--- config.mk ---
export PLATFORM = sky130hd
export DESIGN_NAME = kmagg_cell
export DESIGN_NICKNAME = d
export VERILOG_FILES = /design/src/kmagg_pkg.sv /design/src/kmagg_cell.sv
export SDC_FILE = /design/constraint.sdc
export NUM_CORES = 1
export LEC_CHECK = 0
export ABC_AREA = 1
export BUFFER_PORTS_ARGS = -buffer_cell sky130_fd_sc_hd__buf_2
export CORE_AREA = 2 2 256 258
export DETAILED_ROUTE_END_ITERATION = 16
export DIE_AREA = 0 0 258 260
export PLACE_DENSITY_LB_ADDON = 0.15
export SETUP_SLACK_MARGIN = 0.4
export SLEW_MARGIN = 0
export SYNTH_ARGS = -nofsm -noshare
export SYNTH_HDL_FRONTEND = slang
export SYNTH_SLANG_ARGS = --single-unit
--- constraint.sdc ---
create_clock -name clk -period 15.75 [get_ports clk]
set_input_delay 2.3625 -clock clk [delete_from_list [all_inputs] [get_ports clk]]
set_output_delay 2.3625 -clock clk [all_outputs]
set_load 0.03 [all_outputs]
--- src/kmagg_pkg.sv ---
`default_nettype none
// ---------------------------------------------------------------------------
// kmagg_pkg
// shared types, limits and saturating adders for the keyed record merge
// ---------------------------------------------------------------------------
package kmagg_pkg;

	typedef logic signed [63:0] key_t;
	typedef logic signed [31:0] count_t;
	typedef logic signed [47:0] cost_t;
	typedef logic [2:0] mode_t;

	typedef struct packed {
		key_t   key;
		count_t count;
		cost_t  cost;
		logic   primary;
		mode_t  mode;
	} entry_t;

	// per-cycle command broadcast to every cell
	typedef struct packed {
		logic cmp;
		logic apply;
		logic ins;
		logic shift;
	} cell_cmd_t;

	typedef enum logic [1:0] {
		ST_IDLE,
		ST_MERGE,
		ST_EMIT
	} state_t;

	localparam count_t CNT_MAX  = 32'sh7FFF_FFFF;
	localparam count_t CNT_MIN  = 32'sh8000_0000;
	localparam cost_t  COST_MAX = 48'sh7FFF_FFFF_FFFF;
	localparam cost_t  COST_MIN = 48'sh8000_0000_0000;

	function automatic count_t sat_add_count(input count_t a, input count_t b);
		logic [32:0] s;
		s = {a[31], a} + {b[31], b};
		if (s[32] != s[31]) begin
			return s[32] ? CNT_MIN : CNT_MAX;
		end
		return s[31:0];
	endfunction

	function automatic cost_t sat_add_cost(input cost_t a, input cost_t b);
		logic [48:0] s;
		s = {a[47], a} + {b[47], b};
		if (s[48] != s[47]) begin
			return s[48] ? COST_MIN : COST_MAX;
		end
		return s[47:0];
	endfunction

endpackage
`default_nettype wire

--- src/kmagg_cell.sv ---
`default_nettype none
// ---------------------------------------------------------------------------
// kmagg_cell
// one slot of the sorted table: compares, merges, inserts and shifts
// ---------------------------------------------------------------------------
module kmagg_cell (
	input  wire                    clk,
	input  kmagg_pkg::cell_cmd_t   cmd,
	input  wire                    occ,
	input  kmagg_pkg::key_t        cmp_key,
	input  kmagg_pkg::entry_t      rec,
	input  kmagg_pkg::entry_t      left_ent,
	input  wire                    left_gt,
	input  kmagg_pkg::entry_t      right_ent,
	output kmagg_pkg::entry_t      ent,
	output logic                   eq,
	output logic                   gt
);
	import kmagg_pkg::*;

	entry_t ent_q;
	logic   eq_s1;
	logic   gt_s1;

	always_ff @(posedge clk) begin
		if (cmd.cmp) begin
			eq_s1 <= occ && (ent_q.key == cmp_key);
			gt_s1 <= !occ || (ent_q.key > cmp_key);
		end
		if (cmd.apply) begin
			if (eq_s1) begin
				ent_q.count   <= sat_add_count(ent_q.count, rec.count);
				ent_q.cost    <= sat_add_cost(ent_q.cost, rec.cost);
				ent_q.primary <= ent_q.primary & rec.primary;
				ent_q.mode    <= (rec.mode > ent_q.mode) ? rec.mode : ent_q.mode;
			end else if (cmd.ins && gt_s1) begin
				ent_q <= left_gt ? left_ent : rec;
			end
		end else if (cmd.shift) begin
			ent_q <= right_ent;
		end
	end

	assign ent = ent_q;
	assign eq  = eq_s1;
	assign gt  = gt_s1;

endmodule
`default_nettype wire
==> metrics.log, run 1 <==
[metrics] ranking of synthesized cells by area: edfxtp_1 26%, nand2_1 21%, ha_1 11%
[metrics] maximum fanout encountered on the critical timing path: 27
[metrics] DRT met1 WL: 34,900 um
[metrics] Cell Area, Placed: 0.0214 mm2
[metrics] power spent charging and discharging nets: 0.00117 W
[metrics] Fmax: roughly 160 MHz
[metrics] height of the die: 260 um
[metrics] global-route usage over all layers: 0.241
[metrics] number of clock sinks: 150
[metrics] FF-to-FF Start: ent[6]
[metrics] total leakage power: 11.9 nW
[metrics] WP buf/inv: 2
[metrics] Worst-Skew Late Latency: 0.51 ns
[metrics] share of layout cells above drive strength 1: 0.224
[metrics] Switching Fraction: 0.503
[metrics] leading area contributor after synthesis: edfxtp_1
[metrics] instance count of the mapped netlist: about 2,900
[metrics] top metal layer carrying routed signals: met5
[metrics] number of hold violations in the final report: 0
[metrics] Reg2Reg Depth: 16
[metrics] root buffer selected by CTS: clkbuf_16
[metrics] area of all placed cells without fillers: 0.0220 mm2
[metrics] CP Launch Type: primary input
[metrics] number of H-tree branching levels: 4
[metrics] worst endpoint required time: between 15 and 20 ns
[metrics] final weighted congestion of routability-driven global placement: 0.959
[metrics] worst hold stages: 2
[metrics] startpoint of the lowest-slack hold path: ent[3]
[metrics] cell with the largest stage delay on the worst path: clkinv_1
[metrics] Mapped Avg Cell Area: 6.04 um2
[metrics] vias in the first global route: just under 20,000
[metrics] multi-input logic area: 0.0106 mm2
[metrics] share of Yosys cell area claimed by the top area cell type: 0.261
[metrics] CP endpoint kind: flop
[metrics] sequential share of the synthesized area: 0.261
[metrics] stage delay of the slowest cell on the critical path: 1.01 ns
[metrics] Antenna Violating Nets Remaining: 0
[metrics] Total Nets Final: 4,131
[metrics] setup tns final: 0 ns
[metrics] Post-synth top flop: edfxtp_1
[metrics] Critical Path AT: ~6.6 ns
[metrics] class of the most critical hold timing path: reg2reg
[metrics] final slew viol count: 0
[metrics] Top-Level Pins: around 670
[metrics] FFs w/ async S/R, synth: 0
[metrics] Period minus WS final: 6.38 ns
[metrics] Clock Pin Slew Worst Setup and Hold Paths: 0.07 ns
[metrics] Remaining Overflow, GRT: 0
[metrics] number of detailed-route iterations in the first pass: 5
[metrics] DIE AREA: 0.0671 mm2
[metrics] kind of critical path: in2reg
[metrics] area growth from synthesis to layout: 27.6%
[metrics] share of total power in combinational logic: 0.580
[metrics] most used cells in the layout excluding fill and tap cells: 954 x nand2_1, 663 x buf_2, 455 x inv_1
[metrics] Worst Tran Pin Value: ~1.0 ns
[metrics] fraction of power consumed by sequential logic: 0.240
[metrics] run status: complete, no violations
[metrics] worst vdd rail ir drop: 0.0000612 V
[metrics] area used by sequential logic in the layout: 0.00450 mm2
[metrics] RSZ-0062 raised after global routing: false
[metrics] core footprint: 0.0641 mm2
[metrics] antenna violations before repair: 41
[metrics] TritonCTS clock tree: done
[metrics] setup repair bufs after CTS: 0
[metrics] drt via density: about 4.7
[metrics] quantity of I/O buffers inserted on ports: approximately 660
[metrics] Met2 Wirelength: 39,400 um
[metrics] total number of placement rows: 93
[metrics] Detail Placement HPWL: 69,300 um
[metrics] met3 WL: 5830 um
[metrics] number of DRC markers in iteration 0: between 1,000 and 1,500
[metrics] Die Span X: ~260 um
[metrics] worst min-delay path endpoint: ent[3]
[metrics] hold bufs inserted after CTS: 0
[metrics] clock share of power: 0.180
[metrics] number of max-cap violations: 0
[metrics] headroom to the max-slew limit: 0.307
[metrics] synthesized netlist net count: 3,523
[metrics] Final Skew: 0.0168 ns
[metrics] dominant delay contributor by cell family on the critical path: adder cells
[metrics] pin count of the biggest net entering global routing: 83
[metrics] initial core utilization: 0.269
[metrics] Unique masters post-synth: 35
[metrics] CTS Buf Count: 17
[metrics] CTS resizes: 0
[metrics] power density normalized to cell area: between 100 and 150 mW/mm2
[metrics] reg2reg end: ent[44]
[metrics] internal power component: 0.00115 W
[metrics] Residual DRC: 0
[metrics] critical path, cell by cell: buf_2 > ha_1 > a21oi_1 > a21boi_0 > nand2_1 > a21oi_1 > nand3_1 > nand2_1 > nand3_1 > xor2_1 > ha_1 > clkinv_1 > nand3_1 > nand2_2 > nand2_1 > nand2_1
[metrics] register-to-register path setup slack: 10.94 ns
[metrics] largest buffer count on any clock path: 2
[metrics] final critical-path share of the clock period: 0.405
[metrics] layout filler cell count: ~7,500
[metrics] wire length of the first global-routing pass: 120,000 um
[metrics] total via count in the routed design: 20,289
[metrics] commonest non-fill, non-tap cell in the layout: nand2_1
[metrics] number of enable flip-flop cells after synthesis: 150
[metrics] total setup violations reported at the end of the flow: 0
[metrics] post-synth design cell area: ~0.017 mm2
[metrics] synthesis-stage register bit count: 150
[metrics] Crit path top cell by count: nand2_1
[metrics] final WL: 83,100 um
[metrics] Warnings, synthesis: 0
[metrics] Avg WL per Cell: 19.1 um
-- cells in the mapped netlist (all sizes together), types with 8 or more instances --
library cell / n
nand2: 993
inv: 463
o21ai: 354
nor2: 307
ha: 151
edfxtp: 150
nand3: 125
a21oi: 116
clkbuf: 69
nand4: 28
nor3: 19
buf: 18
or2: 12
nand3b: 8
-- per-layer routing --
layer  vias up  track usage
met5         -            0
met4        20        0.111
met3       118       0.0613
met2       665        0.403
met1      9160        0.291
li1      10326            -
-- worst min-delay path: stages (launching register included) --
cell	delay, ns
edfxtp_1	0.42
nand3_1	0.09
o211ai_1	0.08
-- metrics by stage --
step                cells   util  setup WS (ns)  hold WS [ns]  total power, W
detailed placement   4299  0.333           8.75         0.706         0.00192
global placement     4299  0.333           8.84         0.696         0.00192
global route         4349  0.343           8.87         0.780         0.00253
finish               4353  0.343           9.37         0.704         0.00232
CTS                  4331  0.342           9.30         0.726         0.00235
floorplan            2855      -           8.06         0.791         0.00150
-- state kept, by name, summed over array words and instances, names as in the netlist --
name	flops
ent	148
eq	1
gt	1
-- power by group through the flow --
stage	Clock (W)	Sequential, W	Combinational [W]
CTS	0.000432	0.000558	0.00136
global route	0.000444	0.000564	0.00152
finish	0.000418	0.000557	0.00135
floorplan	0	0.000670	0.000829
global placement	0	0.000566	0.00135
detailed placement	0	0.000566	0.00135
-- logic make-up (layout without fill, tap and decap cells) --
kind of cell	count (synthesis)	count (layout)	synth area share
buffers and inverters	552	1173	0.123
DFF	150	150	0.261
xor gates and xnor gates	4	4	0.00203
adders and majority gates	153	153	0.112
AOI/OAI and AO/OA	495	495	0.147
and+or+nand+nor	1501	1501	0.354
other	0	22	0
-- worst max path at each step --
| stage | to | slack (ns) | startpoint | depth (start not counted) |
|---|---|---|---|---|
| final | ent[44] | 9.37 | rec[46] | 16 |
| after global routing | ent[37] | 8.87 | rec[25] | 19 |
| after CTS | ent[42] | 9.30 | rec[46] | 16 |
| after detailed placement | ent[42] | 8.75 | rec[46] | 16 |
| after global placement | ent[41] | 8.84 | rec[46] | 16 |
| after floorplan | ent[0] | 8.06 | cmd[2] | 4 |
-- cell type report --
class | count | share of cell area
timing repair buffer | 676 | 0.155
antenna | 22 | 0.00250
inverter | 465 | 0.0799
multi-input combinational | 2153 | 0.484
clock inverter | 15 | 0.00552
clock buffer | 17 | 0.0194
sequential | 150 | 0.205
tap | 855 | 0.0487
Power figures use the tool's default switching activity.
==> inputs of run 2 (changes only) <==
Clock period 15.75 ns to 6.7 ns, I/O delays scaled along.
==> run 2 against run 1 <==
  * Setup slack got worse by 7.0 ns
  * Clock power increased to 2.6 times the previous value
  * Non-clock buffer count increased by 2
  * Critical endpoint is now ent[14]
  * Sequential power increased by 140%
  * Combinational power increased by 140%
  * Via count decreased by 0.20%
  * Routed wire length decreased by 0.67%
==> metrics.log, run 2 (synthesis results as in run 1) <==
[metrics] class of the most critical hold timing path: reg2reg
[metrics] core footprint: 0.0641 mm2 (unchanged)
[metrics] height of the die: 260 um (unchanged)
[metrics] Clock Pin Slew Worst Setup and Hold Paths: 0.07 ns (about the same)
[metrics] quantity of I/O buffers inserted on ports: 664 (unchanged)
[metrics] global-route usage over all layers: 0.239 (-0.00220)
[metrics] drt via density: 4.65 (-0.13%)
[metrics] Residual DRC: 0 (unchanged)
[metrics] busiest layer in global routing: met2
[metrics] pin count of the biggest net entering global routing: 85 (+2.4%)
[metrics] area growth from synthesis to layout: 27.8%
[metrics] global-route met1 utilization: 0.300 (+0.00935)
[metrics] total setup violations reported at the end of the flow: 0 (unchanged)
[metrics] largest buffer count on any clock path: 2 (unchanged)
[metrics] setup repair bufs after CTS: 0 (unchanged)
[metrics] Worst-Skew Late Latency: 0.51 ns (about the same)
[metrics] kind of critical path: in2reg
[metrics] run status: complete, no violations
[metrics] Avg WL per Cell: 19.0 um (-0.60%)
[metrics] power density normalized to cell area: 253 mW/mm2 (+140%)
[metrics] root buffer selected by CTS: clkbuf_16
[metrics] final critical-path share of the clock period: 0.652
[metrics] number of DRC markers in iteration 0: 1,575 (+16%)
[metrics] number of cells in the finished layout apart from fillers: 4,350 (-0.069%)
[metrics] met2 track demand over resource in global routing: 0.410 (+0.00762)
[metrics] CTS resizes: 0 (unchanged)
[metrics] setup tns final: 0 ns (unchanged)
[metrics] Period minus WS final: 4.37 ns
[metrics] maximum fanout encountered on the critical timing path: 31 (+15%)
[metrics] number of hold violations in the final report: 0 (unchanged)
[metrics] Remaining Overflow, GRT: 0 (unchanged)
[metrics] final weighted congestion of routability-driven global placement: 0.979 (+2.1%)
[metrics] Worst Tran Pin Value: 0.959 ns (-0.0813 ns)
[metrics] CP endpoint kind: flop
[metrics] Fmax: about 230 MHz
[metrics] total instance count after detailed placement: 4,301 (+0.047%)
[metrics] total via count in the routed design: 20,249 (-0.20%)
[metrics] Antenna Violating Nets Remaining: 0 (unchanged)
[metrics] Critical Path AT: 4.61 ns (-2.02 ns)
[metrics] met3 global-route usage: 0.0423 (-0.0190)
[metrics] DIE AREA: 0.0671 mm2 (unchanged)
[metrics] antenna violations before repair: 35 (-15%)
[metrics] commonest non-fill, non-tap cell in the layout: nand2_1
[metrics] number of max-cap violations: 0 (unchanged)
[metrics] number of detailed-route iterations in the first pass: 6 (+1)
[metrics] vias in the first global route: 19,163 (-1.9%)
[metrics] Final Skew: 0.0343 ns (+0.0175 ns)
[metrics] initial core utilization: 0.269 (unchanged)
[metrics] CP Launch Type: primary input
[metrics] hold bufs inserted after CTS: 0 (unchanged)
[metrics] headroom to the max-slew limit: 0.361 (+0.0542)
[metrics] CTS Buf Count: 17 (unchanged)
[metrics] share of layout cells above drive strength 1: 0.225 (+0.000734)
[metrics] wire length of the first global-routing pass: 121,000 um (+0.36%)
[metrics] Top-Level Pins: 665 (unchanged)
[metrics] Total Nets Final: 4,133 (+0.048%)
[metrics] TritonCTS clock tree: done
[metrics] total number of placement rows: 93 (unchanged)
[metrics] RSZ-0062 raised after global routing: false
[metrics] number of H-tree branching levels: 4 (unchanged)
[metrics] number of clock sinks: 150 (unchanged)
[metrics] number of flip-flops under the largest register name: 148 (unchanged)
[metrics] most used cells in the layout excluding fill and tap cells: 954 x nand2_1, 663 x buf_2, 455 x inv_1
[metrics] worst endpoint required time: 6.94 ns (-9.06 ns)
[metrics] Detail Placement HPWL: 69,100 um (-0.29%)
[metrics] final slew viol count: 0 (unchanged)
[metrics] final WL: 82,600 um (-0.67%)
[metrics] Die Span X: 258 um (unchanged)
[metrics] worst vdd rail ir drop: 0.000164 V (+170%)
[metrics] total leakage power: 11.9 nW (+0.28%)
==> run 2: cell count changes in the layout (fill, tap and decap cells not counted), sizes merged <==
cell / previous run / this run
buf: 676 / 678
bufinv: 0 / 2
clkbuf: 17 / 18
clkinv: 8 / 2
diode: 22 / 17
inv: 469 / 472
==> run 2: stage by stage <==
stage	hold WS (ns)	util	area (um2)	setup WS, ns	power [W]
global route	0.689	0.343	22000	1.96	0.00603
CTS	0.651	0.343	22000	2.39	0.00563
global placement	0.630	0.334	21400	1.90	0.00454
finish	0.657	0.344	22000	2.33	0.00557
detailed placement	0.632	0.334	21400	1.84	0.00453
floorplan	0.791	-	17200	0.432	0.00352
==> run 2: worst max-delay path, stage by stage <==
cell and delay, ns:
buf_2 0.11, ha_1 0.36, nand2_1 0.13, nand3_1 0.22, nand3_1 0.13, nand3_1 0.23
nand2_1 0.20, nand3_1 0.11, nand2_1 0.07, nand3_1 0.12, xor2_1 0.18, ha_1 0.29
buf_4 0.22, nand2_2 0.43, buf_4 0.48, nand2_1 0.11, nand2_1 0.09, nand2_1 0.06
==> run 2: layout make-up <==
type	instances	area (um2)
clock buffer	18	429
tap	855	1070
multi-input combinational	2153	10600
timing repair buffer	678	3430
clock inverter	14	163
fill	7441	42100
inverter	465	1760
sequential	150	4500
antenna	17	42.5
==> run 2: path summary, 6_finish.rpt <==
path	startpoint	end	slack (ns)	cells past startpoint
hold reg to reg	ent[3]	ent[3]	0.66	2
setup / recovery	rec[6]	ent[14]	2.33	18
setup reg to reg	ent[6]	ent[14]	2.52	17
hold / removal	ent[3]	ent[3]	0.66	2
==> run 2: layer usage <==
| metal | share of wire | vias up |
|---|---|---|
| met4 | 0.022 | 14 |
| met1 | 0.44 | 9176 |
| met3 | 0.055 | 89 |
| li1 | - | 10336 |
| met5 | 0.00098 | - |
| met2 | 0.48 | 634 |
==> run 2: where the power goes <==
part	switching (W)	internal [W]	total (W)
Sequential	0.0000915	0.00122	0.00131
Combinational	0.00217	0.00102	0.00319
Clock	0.000509	0.000560	0.00107
Total	0.00277	0.00280	0.00557
